### src/sv/rhs_pkg.sv
// rhs_pkg: shared constants and types of the prefix rolling hash store
// depends on nothing; used by every rhs module and the top level
package rhs_pkg;

    localparam int MAX_LEN = 1024;
    localparam int DEPTH   = MAX_LEN + 1;
    localparam int ADDR_W  = $clog2(DEPTH);
    localparam int HASH_W  = 31;
    localparam int STEP_W  = $clog2(HASH_W);

    localparam logic [HASH_W-1:0] BASE_RESET = HASH_W'(131);
    localparam logic [HASH_W-1:0] MOD_RESET  = HASH_W'(1000000007);

    // actions
    localparam logic [1:0] ACT_PUSH  = 2'd0;
    localparam logic [1:0] ACT_POP   = 2'd1;
    localparam logic [1:0] ACT_CLEAR = 2'd2;
    localparam logic [1:0] ACT_QUERY = 2'd3;

    // status codes
    localparam logic [1:0] ST_OK        = 2'd0;
    localparam logic [1:0] ST_FULL      = 2'd1;
    localparam logic [1:0] ST_EMPTY     = 2'd2;
    localparam logic [1:0] ST_BAD_RANGE = 2'd3;

    // config register indexes
    localparam logic CFG_BASE    = 1'b0;
    localparam logic CFG_MODULUS = 1'b1;

    typedef struct packed {
        logic              start;
        logic [HASH_W-1:0] a;
        logic [HASH_W-1:0] b;
        logic [HASH_W-1:0] m;
    } mm_req_t;

    typedef struct packed {
        logic              busy;
        logic              done;
        logic [HASH_W-1:0] r;
    } mm_rsp_t;

endpackage

### src/sv/rhs_modmul.sv
// rhs_modmul: bit-serial modular multiply, r = a * b mod m, one bit of a per cycle
// depends on rhs_pkg; needs b <= m and m >= 1
module rhs_modmul (
    input  logic              aclk,
    input  logic              aresetn,
    input  rhs_pkg::mm_req_t  req,
    output rhs_pkg::mm_rsp_t  rsp
);

    logic [rhs_pkg::HASH_W-1:0] a_reg, a_next;
    logic [rhs_pkg::HASH_W-1:0] b_reg;
    logic [rhs_pkg::HASH_W-1:0] m_reg;
    logic [rhs_pkg::HASH_W-1:0] r_reg, r_next;
    logic [rhs_pkg::STEP_W-1:0] cnt_reg;
    logic                       busy_reg;
    logic                       done_reg;

    logic [rhs_pkg::HASH_W:0] dbl, dbl_red, sum, m_ext;

    // double, reduce, conditionally add b, reduce
    always_comb begin
        m_ext   = {1'b0, m_reg};
        dbl     = {r_reg, 1'b0};
        dbl_red = (dbl >= m_ext) ? dbl - m_ext : dbl;
        sum     = dbl_red + (a_reg[rhs_pkg::HASH_W-1] ? {1'b0, b_reg} : '0);
        r_next  = (sum >= m_ext) ? rhs_pkg::HASH_W'(sum - m_ext)
                                 : sum[rhs_pkg::HASH_W-1:0];
        a_next  = {a_reg[rhs_pkg::HASH_W-2:0], 1'b0};
    end

    always_ff @(posedge aclk) begin
        if (!aresetn) begin
            busy_reg <= 1'b0;
            done_reg <= 1'b0;
        end else begin
            done_reg <= 1'b0;
            if (req.start) begin
                busy_reg <= 1'b1;
            end else if (busy_reg && cnt_reg == '0) begin
                busy_reg <= 1'b0;
                done_reg <= 1'b1;
            end
        end
    end

    always_ff @(posedge aclk) begin
        if (req.start) begin
            a_reg   <= req.a;
            b_reg   <= req.b;
            m_reg   <= req.m;
            r_reg   <= '0;
            cnt_reg <= rhs_pkg::STEP_W'(rhs_pkg::HASH_W - 1);
        end else if (busy_reg) begin
            a_reg   <= a_next;
            r_reg   <= r_next;
            cnt_reg <= cnt_reg - 1'b1;
        end
    end

    assign rsp.busy = busy_reg;
    assign rsp.done = done_reg;
    assign rsp.r    = r_reg;

endmodule
### config.mk
export PLATFORM = sky130hd
export DESIGN_NAME = rhs_modmul
export DESIGN_NICKNAME = d
export VERILOG_FILES = /design/src/sv/rhs_pkg.sv /design/src/sv/rhs_modmul.sv
export SDC_FILE = /design/constraint.sdc
export NUM_CORES = 1
export LEC_CHECK = 0
export ABC_CLOCK_PERIOD_IN_PS = 16800
export BUFFER_PORTS_ARGS = -buffer_cell sky130_fd_sc_hd__buf_2
export CORE_ASPECT_RATIO = 0.6
export CORE_MARGIN = 2
export CORE_UTILIZATION = 25
export DETAILED_ROUTE_END_ITERATION = 10
export GPL_TIMING_DRIVEN = 0
export PLACE_DENSITY = 0.48
export SYNTH_ARGS = -nofsm -noshare
export SYNTH_HDL_FRONTEND = slang
export SYNTH_SLANG_ARGS = --single-unit
export TNS_END_PERCENT = 50
### constraint.sdc
create_clock -name aclk -period 16.8 [get_ports aclk]
set_input_delay 2.52 -clock aclk [delete_from_list [all_inputs] [get_ports aclk]]
set_output_delay 2.52 -clock aclk [all_outputs]
set_load 0.03 [all_outputs]
Word level (Yosys, flattened, before mapping)
Cells that the tools add are included.

Register bits after elaboration: 131. Output and inout port bits: 33. Word-level logic and storage cells: 27.

Add/subtract/negate cells: 4. $lt $le $gt $ge: 2. Muxes and demuxes: 8. Bitwise logic cells: 1. Reduce and logical (&&, ||, !) cells: 5.

Operator list (count): $mux W31 (4); $ge A32 B31 Y1 (2); $add A32 B31 Y32 (1); $mux W32 (1); $sub A32 B31 Y32 (1); $sub A31 B31 Y31 (1); $logic_not A5 Y1 (1); $sub A5 B1 Y5 const B (1); $reduce_bool A2 Y1 (2); $mux W1 (3); $reduce_or A2 Y1 (1); $logic_and A1 B1 Y1 (1); $not A1 Y1 (1).

Longest topological paths before layout
Gate-level depths: netlist of run 1.

Word-level depth: 5. Mapped depth: 37. Gate-level depth less buffers: 32.

Least setup slack after synthesis of run 1
OpenSTA, ideal clock, no wires.

Path type: flip-flop to flip-flop. Start: reg r_reg[0] (netlist bit). End: reg r_reg[2] (netlist bit). Setup time: 0.120 ns. Data arrival time: 6.946 ns. Required time: 16.680 ns. Slack: 9.734 ns. Cell stages (with the launch flop): 32. Buffers on the path: 3. Period minus slack after synthesis: 7.066 ns. Cells stage by stage: dfxtp_1 fa_1 a21o_1 a21oi_1 o21a_1 o211ai_2 nor3_1 o221a_1 buf_2 buf_1 nand2_1 o21ai_0 ha_1 and2_1 a221o_1 or2_2 o2111ai_1 a21oi_1 nor2_1 xnor2_1 ha_1 a21oi_1 o21ai_0 a2111oi_0 nand3_1 a31oi_1 o21bai_1 o211a_1 a2111oi_4 buf_6 nor3_1 a211o_1.

Longest elaborated chain between the ends: 5. Elaborated cells on any way between the ends: 7. Classes of those cells: 3 x add/sub; 2 x order compare; 2 x mux.

Ends and longest elaborated chain: from (decl) (RTL line rhs_modmul.sv:13) `logic [rhs_pkg::HASH_W-1:0] r_reg, r_next;`; from (signal assigned) (RTL line rhs_modmul.sv:55) `r_reg <= r_next;`; $sub A32 B31 Y32 / $ge A32 B31 Y1 (equally long branches) (RTL line rhs_modmul.sv:24) `dbl_red = (dbl >= m_ext) ? dbl - m_ext : dbl;`; $mux W32 (*) (RTL line rhs_modmul.sv:24); $add A32 B31 Y32 (*) (RTL line rhs_modmul.sv:25) `sum = dbl_red + (a_reg[rhs_pkg::HASH_W-1] ? {1'b0, b_reg} : '0);`; $sub A31 B31 Y31 / $ge A32 B31 Y1 (equally long branches) (RTL line rhs_modmul.sv:26) `r_next = (sum >= m_ext) ? rhs_pkg::HASH_W'(sum - m_ext)`; $mux W31 (*) (RTL line rhs_modmul.sv:26).

Mark *: on every way between the ends. The rest lies on a longest branch, timed or not. A chain may end at the register's enable or synchronous reset.

Worst setup path in the final report of run 1
Start: reg m_reg[6] (netlist bit). End: reg r_reg[8] (netlist bit).

Longest elaborated chain between the ends: 5. Elaborated cells on any way between the ends: 7. Classes of those cells: 3 x add/sub; 2 x order compare; 2 x mux.

Ends and longest elaborated chain: from (decl) (RTL line rhs_modmul.sv:12) `logic [rhs_pkg::HASH_W-1:0] m_reg;`; from (signal assigned) (RTL line rhs_modmul.sv:50) `m_reg <= req.m;`; $sub A32 B31 Y32 / $ge A32 B31 Y1 (equally long branches) (RTL line rhs_modmul.sv:24); $mux W32 (RTL line rhs_modmul.sv:24); $add A32 B31 Y32 (RTL line rhs_modmul.sv:25); $sub A31 B31 Y31 / $ge A32 B31 Y1 (equally long branches) (RTL line rhs_modmul.sv:26); $mux W31 (*) (RTL line rhs_modmul.sv:26).

Marks and branches as above.

==> metrics.txt, run 1 <==
r2r startpoint=m_reg[6]$_DFFE_PP_; 1st-iter DRT viols=917; setup TNS=0 ns; worst endpoint required time=17.15 ns; delay-heaviest family, CP=compound AO/OA/AOI/OAI gates; Detailed Routing Iterations Pass 1=6; Hold Buf Count CTS=0; Final setup viols=0; WHS Endpoint=cnt_reg[4]$_SDFFE_PP1P_; Die Ht=161 um; Worst EP arrival=11.38 ns; Setup crit end kind=flop; slowest cell delay on critical path=0.84 ns; Slew @ Worst Pin=1.45 ns; Initial Utilization=25.3%; CTS Root Cell=clkbuf_16; GRT Max-Usage Layer=met1; GR Util met1=27.9%; Max H-tree Level=4; fin. max-slew vios=0; yosys warns=0; post-route ant nets=0; post-route cell area=0.0121 sq mm; vias after detailed routing=9274; Buf/Inv on CP=5; post-synthesis async set-or-reset flop share=0%; clock buffer depth=2; fin cells=1817; cts repair resizes=0; Tmin final=11.02 ns; full die area=0.0426 sq mm; Core Footprint=0.0404 sq mm; hold path cells=2; total grt overflow=0; clock buffer count from CTS=17; reg-to-reg endpoint=r_reg[8]$_SDFFE_PP0P_; CP max FO=10; post-DP HPWL=28.6 mm; routed len/inst=20.2 um; Reg2Reg Setup Slack=5.78 ns; GRT Total Usage=17.3%; Synth Instances=1125; Post-synth EDFFs=93; dpl cell area=0.0115 sq mm; largest net degree at the start of global routing=64; fin crit share=65.6%; met3 Usage GRT=5.24%; Die W=265 um; layout cells sized above 1=17.8%; Max-Slew Margin vs Limit=2.86%; Sink Count=131; Remaining DRCs=0; Startpoint Class=flop; row cnt=57; Yosys reg bits=131; vias in the first global route=8537; Syn Nets=1318; port bufs=128; clock skew=0.0111 ns; RSZ-0062 raised after global routing=false; vias per cell=5.10; Fmax achieved=90.7 MHz; DP Cell Count=1784; status=complete, no violations; syn avg cell area=9.09 sq um; Syn-to-layout area delta=18.3%; post-CTS setup buffer count=0; hold crit path type=reg -> reg; Reg clk slew, reported paths=0.07 ns; Worst path slowest cell=clkbuf_1; GPL Wtd Cong=0.875; max-cap violations=0; Fin. Hold Viols=0; Post-Syn Area=0.0102 sq mm; Critical Setup Path Class=reg -> reg; grt met2 use=21.6%; number of library cell types mapped by synthesis=71; first-pass GRT wire length=54.5 mm; dominant synthesized flop cell=edfxtp_1; Worst-Skew Late Latency=0.45 ns; Final #Nets=1466; Total Wirelength=36.8 mm; I/O Pins=129; initial antenna violation count=0; FF-to-FF path depth=31; sequential area share after synthesis=34.7%; CTS tree=yes; hold path start=cnt_reg[4]$_SDFFE_PP1P_
## synth_stat cells, types with 17 or more instances
library cell	count	share of area [%]
inv_1	65	2.4
o21ai_0	66	3.2
xor2_1	35	3.0
ha_1	94	11
a21o_1	31	2.3
xnor2_1	40	3.4
a211oi_1	19	1.4
and2_1	34	2.1
a21oi_1	104	5.1
edfxtp_1	93	27
nor2_1	97	3.6
nand2_1	71	2.6
mux2_2	31	3.4
dfxtp_1	38	7.4
clkbuf_1	25	0.92
nand3_1	36	1.8
nor3_1	17	0.83
## through the flow
stage               worst slack, ns  hold WS, ns  util (%)
CTS                            6.12        0.500      29.9
finish                         5.78        0.501      29.9
floorplan                      9.73        0.458         -
detailed placement             6.17        0.483      28.5
global placement               6.19        0.472      28.5
global route                   5.40        0.511      29.9
## tightest hold or removal path: stages, from the launching register on
cell and delay [ns]:
dfxtp_1 0.34, xor2_1 0.07, nand2_1 0.06
## layer usage
| metal | part of all wire [%] | wire, um |
|---|---|---|
| met2 | 36 | 13300 |
| met3 | 9.3 | 3410 |
| met4 | 0.80 | 296 |
| met1 | 54 | 19800 |
| met5 | 0 | 0 |
## cells by family (layout without fill, tap and decap cells)
kind of cell / after synthesis / after routing / synth area share [%]
AND/OR/NAND/NOR: 343 / 343 / 16.7
other: 0 / 1 / 0
multiplexers: 31 / 31 / 3.41
AO/OA/AOI/OAI: 340 / 340 / 22.3
adder cells (fa/ha/maj): 97 / 97 / 12.1
flip-flops: 131 / 131 / 34.7
buffers and inverters: 108 / 268 / 4.34
XOR/XNOR: 75 / 75 / 6.42
## placed cells by master, fill, tap and decap left out, types with 5 or more instances in the layout
master,count
buf_2,134
a21oi_1,104
nor2_1,97
ha_1,94
edfxtp_1,93
nand2_1,71
o21ai_0,66
inv_1,65
xnor2_1,40
dfxtp_1,38
nand3_1,36
xor2_1,35
and2_1,34
a21o_1,31
mux2_2,31
clkbuf_1,25
a211oi_1,19
nor3_1,17
clkbuf_16,17
o21ai_1,14
o21bai_1,14
and3_1,13
nand4_1,12
nor4_1,12
nor2b_1,11
o21a_1,10
nand2b_1,10
a311oi_2,10
o211ai_1,8
a31oi_1,8
or2_2,6
buf_1,6
and4_1,6
or3_1,5
## area by class of cell
class / count / area (sq um)
diodes: 1 / 2.50
plain buffers: 43 / 200
clock buffers: 17 / 425
clock inverters: 14 / 114
fillers: 4321 / 28300
inverters: 65 / 244
multi-input cells: 886 / 6230
flip-flops and latches: 131 / 3550
well taps: 531 / 664
repair buffers: 129 / 671
## worst max-delay path by stage
stage	start	endpoint	depth (start not counted)
after global routing	r_reg[18]$_SDFFE_PP0P_	r_reg[8]$_SDFFE_PP0P_	32
after floorplan	r_reg[0]$_SDFFE_PP0P_	r_reg[2]$_SDFFE_PP0P_	31
final	m_reg[6]$_DFFE_PP_	r_reg[8]$_SDFFE_PP0P_	31
after global placement	r_reg[18]$_SDFFE_PP0P_	r_reg[8]$_SDFFE_PP0P_	32
after detailed placement	r_reg[18]$_SDFFE_PP0P_	r_reg[8]$_SDFFE_PP0P_	32
after CTS	r_reg[18]$_SDFFE_PP0P_	r_reg[8]$_SDFFE_PP0P_	32
Power of run 1 is not shown: default switching activity piles up to over one toggle a cycle in this logic, so the estimate is an artifact.
==> run 2: changes to the inputs <==
--- a/config.mk
+++ b/config.mk
@@ -5,7 +5,8 @@
 export SDC_FILE = /design/constraint.sdc
 export NUM_CORES = 1
 export LEC_CHECK = 0
-export ABC_CLOCK_PERIOD_IN_PS = 16800
+export ABC_AREA = 1
+export ABC_CLOCK_PERIOD_IN_PS = 11000
 export BUFFER_PORTS_ARGS = -buffer_cell sky130_fd_sc_hd__buf_2
 export CORE_ASPECT_RATIO = 0.6
 export CORE_MARGIN = 2
==> constraint.sdc (replaced) <==
create_clock -name aclk -period 11 [get_ports aclk]
set_input_delay 1.65 -clock aclk [delete_from_list [all_inputs] [get_ports aclk]]
set_output_delay 1.65 -clock aclk [all_outputs]
set_load 0.03 [all_outputs]
==> run 2 against run 1 <==
  * Cell count rose by 33%
  * Sequential cell count stayed put
  * Clock skew rose by 0.011 ns
  * Via count grew 21%
  * Sequential share of layout area is 2.6 points lower
  * Register-to-register slack worse by 1.8 ns
  * Non-clock buffer count decreased by 6
  * Routed wire length grew 11%
==> metrics.txt, run 2 <==
port bufs=128 (unchanged); Post-Syn Area=0.0112 sq mm (+9.9%); CP max FO=10 (unchanged); sequential area share after synthesis=31.6% (-3.1 points); I/O Pins=129 (unchanged); post-synthesis mux area share=0% (-3.4 points); grt met2 use=22.7% (+1.2 points); Synth Area in XOR/XNOR=4.99% (-1.4 points); most common cell after layout, fill and taps aside=nand2_1; top cell type's share of synthesized area=24.9% (-2.5 points); Die Ht=168 um (+4.7%); most frequent cells in the layout=nand2_1, inv_1, buf_2; Yosys top cell by area=edfxtp_1; first-pass GRT wire length=61.1 mm (+12%); Worst EP arrival=7.38 ns (-4.00 ns); cts repair resizes=0 (unchanged); Yosys reg bits=131 (unchanged); Die W=278 um (+4.7%); CTS tree=yes; Slew @ Worst Pin=0.764 ns (-0.690 ns); Hold Buf Count CTS=0 (unchanged); Sink Count=131 (unchanged); Max H-tree Level=4 (unchanged); Setup crit end kind=flop; Reg clk slew, reported paths=0.07 ns (about the same); post-route ant nets=0 (unchanged); hold slack=0.475 ns (-0.0259 ns); Core Footprint=0.0446 sq mm (+10%); fin. max-slew vios=0 (unchanged); vias per cell=4.67 (-8.6%); Top cell by count, worst path=nand2_1; worst endpoint required time=11.33 ns (-5.82 ns); antenna fix cells=0 (-1); top cells by count, synth=nand2_1, inv_1, nor2_1; clock skew=0.0218 ns (+0.0107 ns); Tmin final=7.05 ns (-3.97 ns); GR Util met1=28.8% (+0.91 points); Synth Area in Compound Gates=11.0% (-11 points); 1st-iter DRT viols=948 (+3.4%); total grt overflow=0 (unchanged); Final setup viols=0 (unchanged); Critical Setup Path Class=reg -> reg; GRT Max-Usage Layer=met1; Synth Area in Adders=11.0% (-1.1 points); initial antenna violation count=0 (unchanged); Max-Slew Margin vs Limit=48.9% (+46 points); Place WS=4.29 ns (-1.89 ns); Final #Nets=2001 (+36%); full die area=0.0467 sq mm (+9.7%); routed len/inst=16.9 um (-16%); met3 Usage GRT=2.66% (-2.6 points); Remaining DRCs=0 (unchanged); Worst-Skew Late Latency=0.45 ns (about the same); largest family of logic cells by synthesized area=simple AND/OR/NAND/NOR gates; Startpoint Class=flop; number of library cell types mapped by synthesis=39 (-45%); post-CTS setup buffer count=0 (unchanged); max-cap violations=0 (unchanged); Synth area leaders=edfxtp_1, nand2_1, ha_1; row cnt=60 (+5.3%); Fin. Hold Viols=0 (unchanged); slowest cell delay on critical path=0.62 ns (-0.22 ns); Synth Area in Simple Gates=31.5% (+15 points); Syn-to-layout area delta=18.0%; post-DP HPWL=34.5 mm (+21%); vias after detailed routing=11.2k (+21%); syn avg cell area=6.77 sq um (-26%); clock buffer depth=2 (unchanged); most common cell in the synthesized netlist=nand2_1; Syn Nets=1852 (+41%); status=complete, no violations; Total Wirelength=40.8 mm (+11%); RSZ-0062 raised after global routing=false; post-synthesis async set-or-reset flop share=0% (unchanged); Fmax achieved=142 MHz (+56%); fin crit share=64.1% (-1.5 points); Detailed Routing Iterations Pass 1=5 (-1); largest net degree at the start of global routing=35 (-45%); clock buffer count from CTS=17 (unchanged); vias in the first global route=10.4k (+21%); final worst setup slack=3.95 ns (-1.83 ns); yosys warns=0 (unchanged); layout cells sized above 1=9.99% (-7.8 points); Post-synth EDFFs=93 (unchanged); Worst path slowest cell=xor2_1; GRT Total Usage=17.5% (+0.17 points); GPL Wtd Cong=0.944 (+7.9%); setup TNS=0 ns (unchanged); hold crit path type=reg -> reg; Synth Instances=1659 (+47%); fill count=5008 (+16%); CTS Root Cell=clkbuf_16; dominant synthesized flop cell=edfxtp_1; Initial Utilization=25.2% (-0.096 points)
==> run 2: cell types whose count changed after synthesis, sizes merged, moves of 11 or more <==
cell	delta
nand2	+490
inv	+187
nand3	+50
and2	-34
mux2	-31
nor2	+28
nand4	+27
a21o	-23
a211oi	-18
o21ai	-16
a311oi	-13
nor2b	-11
xnor2	-11
==> run 2: per-stage QoR <==
| stage | instance area, sq um | std cells | util, % |
|---|---|---|---|
| 5_1_grt | 13300 | 2410 | 29.7 |
| 3_5_place_dp | 12600 | 2377 | 28.3 |
| 3_3_place_gp | 12600 | 2376 | 28.3 |
| 2_1_floorplan | 11200 | 1659 | - |
| 6_report | 13300 | 2410 | 29.7 |
| 4_1_cts | 13200 | 2409 | 29.7 |
==> run 2: final timing paths <==
path / start / end / slack [ns] / depth (start not counted)
worst min register to register: cnt_reg[4]$_SDFFE_PP1P_ / cnt_reg[4]$_SDFFE_PP1P_ / 0.48 / 1
worst max register to register: m_reg[11]$_DFFE_PP_ / r_reg[21]$_SDFFE_PP0P_ / 3.95 / 36
worst min-delay path: cnt_reg[4]$_SDFFE_PP1P_ / cnt_reg[4]$_SDFFE_PP1P_ / 0.48 / 1
worst max-delay path: m_reg[11]$_DFFE_PP_ / r_reg[21]$_SDFFE_PP0P_ / 3.95 / 36
==> run 2: cell families (layout without fill, tap and decap cells) <==
group / Yosys count / count (layout)
simple gates: 857 / 857
flops: 131 / 131
xor+xnor: 64 / 64
buf+inv: 288 / 450
fa+ha+maj: 97 / 97
compound gates: 222 / 222
==> run 2: critical path, delay by kind of cell (launching register included) <==
kind	cells	cell delay, ns
simple gates	22	2.81
compound gates	4	0.87
fa+ha+maj	3	1.14
flops	1	0.39
xor+xnor	1	0.62
buf+inv	6	1.07
==> run 2: cell type report <==
type	count	area (sq um)	area share, %
buffer	36	170	1.28
clock buffer	19	464	3.50
clock inverter	13	135	1.02
inverter	252	946	7.13
multi-input combinational	1240	6570	49.5
sequential	131	3550	26.8
tap	589	737	5.56
timing repair buffer	130	691	5.21
==> run 2: per-layer routing <==
metal / part of all wire (%) / wire length (um)
met4: 1.2 / 506
met1: 55 / 22300
met2: 37 / 15100
met3: 7.0 / 2870
met5: 0 / 0
Power of run 2 is left out for the same reason.
==> run 3: changes to the inputs <==
--- a/config.mk
+++ b/config.mk
@@ -6,7 +6,7 @@
 export NUM_CORES = 1
 export LEC_CHECK = 0
 export ABC_AREA = 1
-export ABC_CLOCK_PERIOD_IN_PS = 11000
+export ABC_CLOCK_PERIOD_IN_PS = 6700
 export BUFFER_PORTS_ARGS = -buffer_cell sky130_fd_sc_hd__buf_2
 export CORE_ASPECT_RATIO = 0.6
 export CORE_MARGIN = 2
==> constraint.sdc (replaced) <==
create_clock -name aclk -period 6.7 [get_ports aclk]
set_input_delay 1.005 -clock aclk [delete_from_list [all_inputs] [get_ports aclk]]
set_output_delay 1.005 -clock aclk [all_outputs]
set_load 0.03 [all_outputs]
==> run 3 against run 2 <==
  * Clock skew about the same
  * Routed wire length increased by 0.35%
  * First-iteration DRC count decreased by 4.3%
  * Sequential cell count unchanged
  * Highest routed layer unchanged
  * Die area unchanged
  * Non-clock buffer count increased by 7
  * Worst hold slack about the same
  * Utilization increased by 0.61 points
==> metrics.txt, run 3 (synthesis results as in run 2) <==
vias per cell=4.68 (+0.33%); total grt overflow=0 (unchanged); delay-heaviest family, CP=simple AND/OR/NAND/NOR gates; vias in the first global route=10.4k (+0.21%); vias after detailed routing=11.3k (+0.62%); routed len/inst=16.9 um (about the same); r2r startpoint=m_reg[14]$_DFFE_PP_; hold path cells=1 (unchanged); Top cell by count, worst path=nand2_1; WHS Endpoint=cnt_reg[4]$_SDFFE_PP1P_; Worst path slowest cell=o21ai_0; Detailed Routing Iterations Pass 1=5 (unchanged); full die area=0.0467 sq mm (unchanged); fin. max-slew vios=0 (unchanged); Place WS=-0.0149 ns (-4.30 ns); Reg clk slew, reported paths=0.07 ns (about the same); I/O Pins=129 (unchanged); Initial Utilization=25.2% (unchanged); fin crit share=92.5% (+28 points); Tmin final=6.20 ns (-0.853 ns); reg-to-reg endpoint=r_reg[24]$_SDFFE_PP0P_; GRT Total Usage=17.5% (about the same); hold crit path type=reg -> reg; Remaining DRCs=0 (unchanged); FF-to-FF path depth=35 (-2.8%); post-route ant nets=0 (unchanged); slowest cell delay on critical path=0.46 ns (-0.16 ns); layout cells sized above 1=13.0% (+3.0 points); 1st-iter DRT viols=907 (-4.3%); Setup crit end kind=flop; post-route cell area=0.0135 sq mm (+2.0%); Buf/Inv on CP=6 (unchanged); Worst-Skew Late Latency=0.45 ns (about the same); largest net degree at the start of global routing=35 (unchanged); worst endpoint required time=7.03 ns (-4.30 ns); Slew @ Worst Pin=0.684 ns (-0.0796 ns); CTS Root Cell=clkbuf_16; Sink Count=131 (unchanged); hold path start=cnt_reg[4]$_SDFFE_PP1P_; hold slack=0.476 ns (+0.000165 ns); Fmax achieved=161 MHz (+14%); fin cells=2417 (+0.29%); final worst setup slack=0.501 ns (-3.45 ns); Final #Nets=2008 (+0.35%); dpl cell area=0.0126 sq mm (unchanged); clock buffer count from CTS=17 (unchanged); most frequent cells in the layout=nand2_1, inv_1, buf_2; Fin. Hold Viols=0 (unchanged); first-pass GRT wire length=61.1 mm (about the same); Critical Setup Path Class=reg -> reg; post-DP HPWL=34.5 mm (unchanged); Max H-tree Level=4 (unchanged); GPL Wtd Cong=0.944 (unchanged); Core Footprint=0.0446 sq mm (unchanged); port bufs=128 (unchanged); antenna fix cells=0 (unchanged); Startpoint Class=flop; clock skew=0.0220 ns (+0.000214 ns); Die Ht=168 um (unchanged); Total Wirelength=40.9 mm (+0.35%); row cnt=60 (unchanged); Syn-to-layout area delta=20.4%; Max-Slew Margin vs Limit=54.1% (+5.2 points); CP max FO=10 (unchanged); DP Cell Count=2377 (unchanged); status=complete, no violations; max-cap violations=0 (unchanged); CTS tree=yes; Reg2Reg Setup Slack=0.50 ns (-3.45 ns); Hold Buf Count CTS=0 (unchanged); most common cell after layout, fill and taps aside=nand2_1; Final setup viols=0 (unchanged); Worst EP arrival=6.53 ns (-0.85 ns); Die W=278 um (unchanged); initial antenna violation count=0 (unchanged); clock buffer depth=2 (unchanged)
-- run 3: per-stage QoR --
stage | setup TNS (ns) | utilization [%]
detailed placement | -0.0804 | 28.3
floorplan | 0 | -
CTS | 0 | 29.7
global placement | -0.482 | 28.3
global route | -0.215 | 30.4
finish | 0 | 30.4
-- run 3: worst max-delay path by stage --
stage	start	end	slack, ns	depth (start not counted)
floorplan	r_reg[2]$_SDFFE_PP0P_	r_reg[10]$_SDFFE_PP0P_	1.62	40
global placement	m_reg[11]$_DFFE_PP_	r_reg[26]$_SDFFE_PP0P_	-0.04	36
detailed placement	m_reg[3]$_DFFE_PP_	r_reg[21]$_SDFFE_PP0P_	-0.01	36
CTS	m_reg[3]$_DFFE_PP_	r_reg[26]$_SDFFE_PP0P_	0.05	39
global route	m_reg[0]$_DFFE_PP_	r_reg[28]$_SDFFE_PP0P_	-0.03	38
finish	m_reg[14]$_DFFE_PP_	r_reg[24]$_SDFFE_PP0P_	0.50	35
-- run 3: repair_timing --
action / CTS / global route
pin swaps: 0 / 5
endpoints found under the hold margin: 0 / 0
gates cloned: 0 / 0
resized for setup: 4 / 78
endpoints found under the setup margin: 30 / 31
buffers inserted: 0 / 7
-- run 3: routing by layer --
layer,vias up,global-route usage [%],routed length (um)
li1,5693,-,-
met1,5252,28.8,22500
met2,352,22.8,15300
met3,20,2.65,2680
met4,0,4.00,422
met5,-,0,0
-- run 3: area by class of cell --
cell class / count / area, sq um
Fill cell: 4976 / 31100
Timing Repair Buffer: 137 / 743
Buffer: 36 / 188
Inverter: 252 / 946
Clock buffer: 19 / 464
Tap cell: 589 / 737
Sequential cell: 131 / 3550
Clock inverter: 13 / 135
Multi-Input combinational cell: 1240 / 6770
Power of run 3 is left out for the same reason.
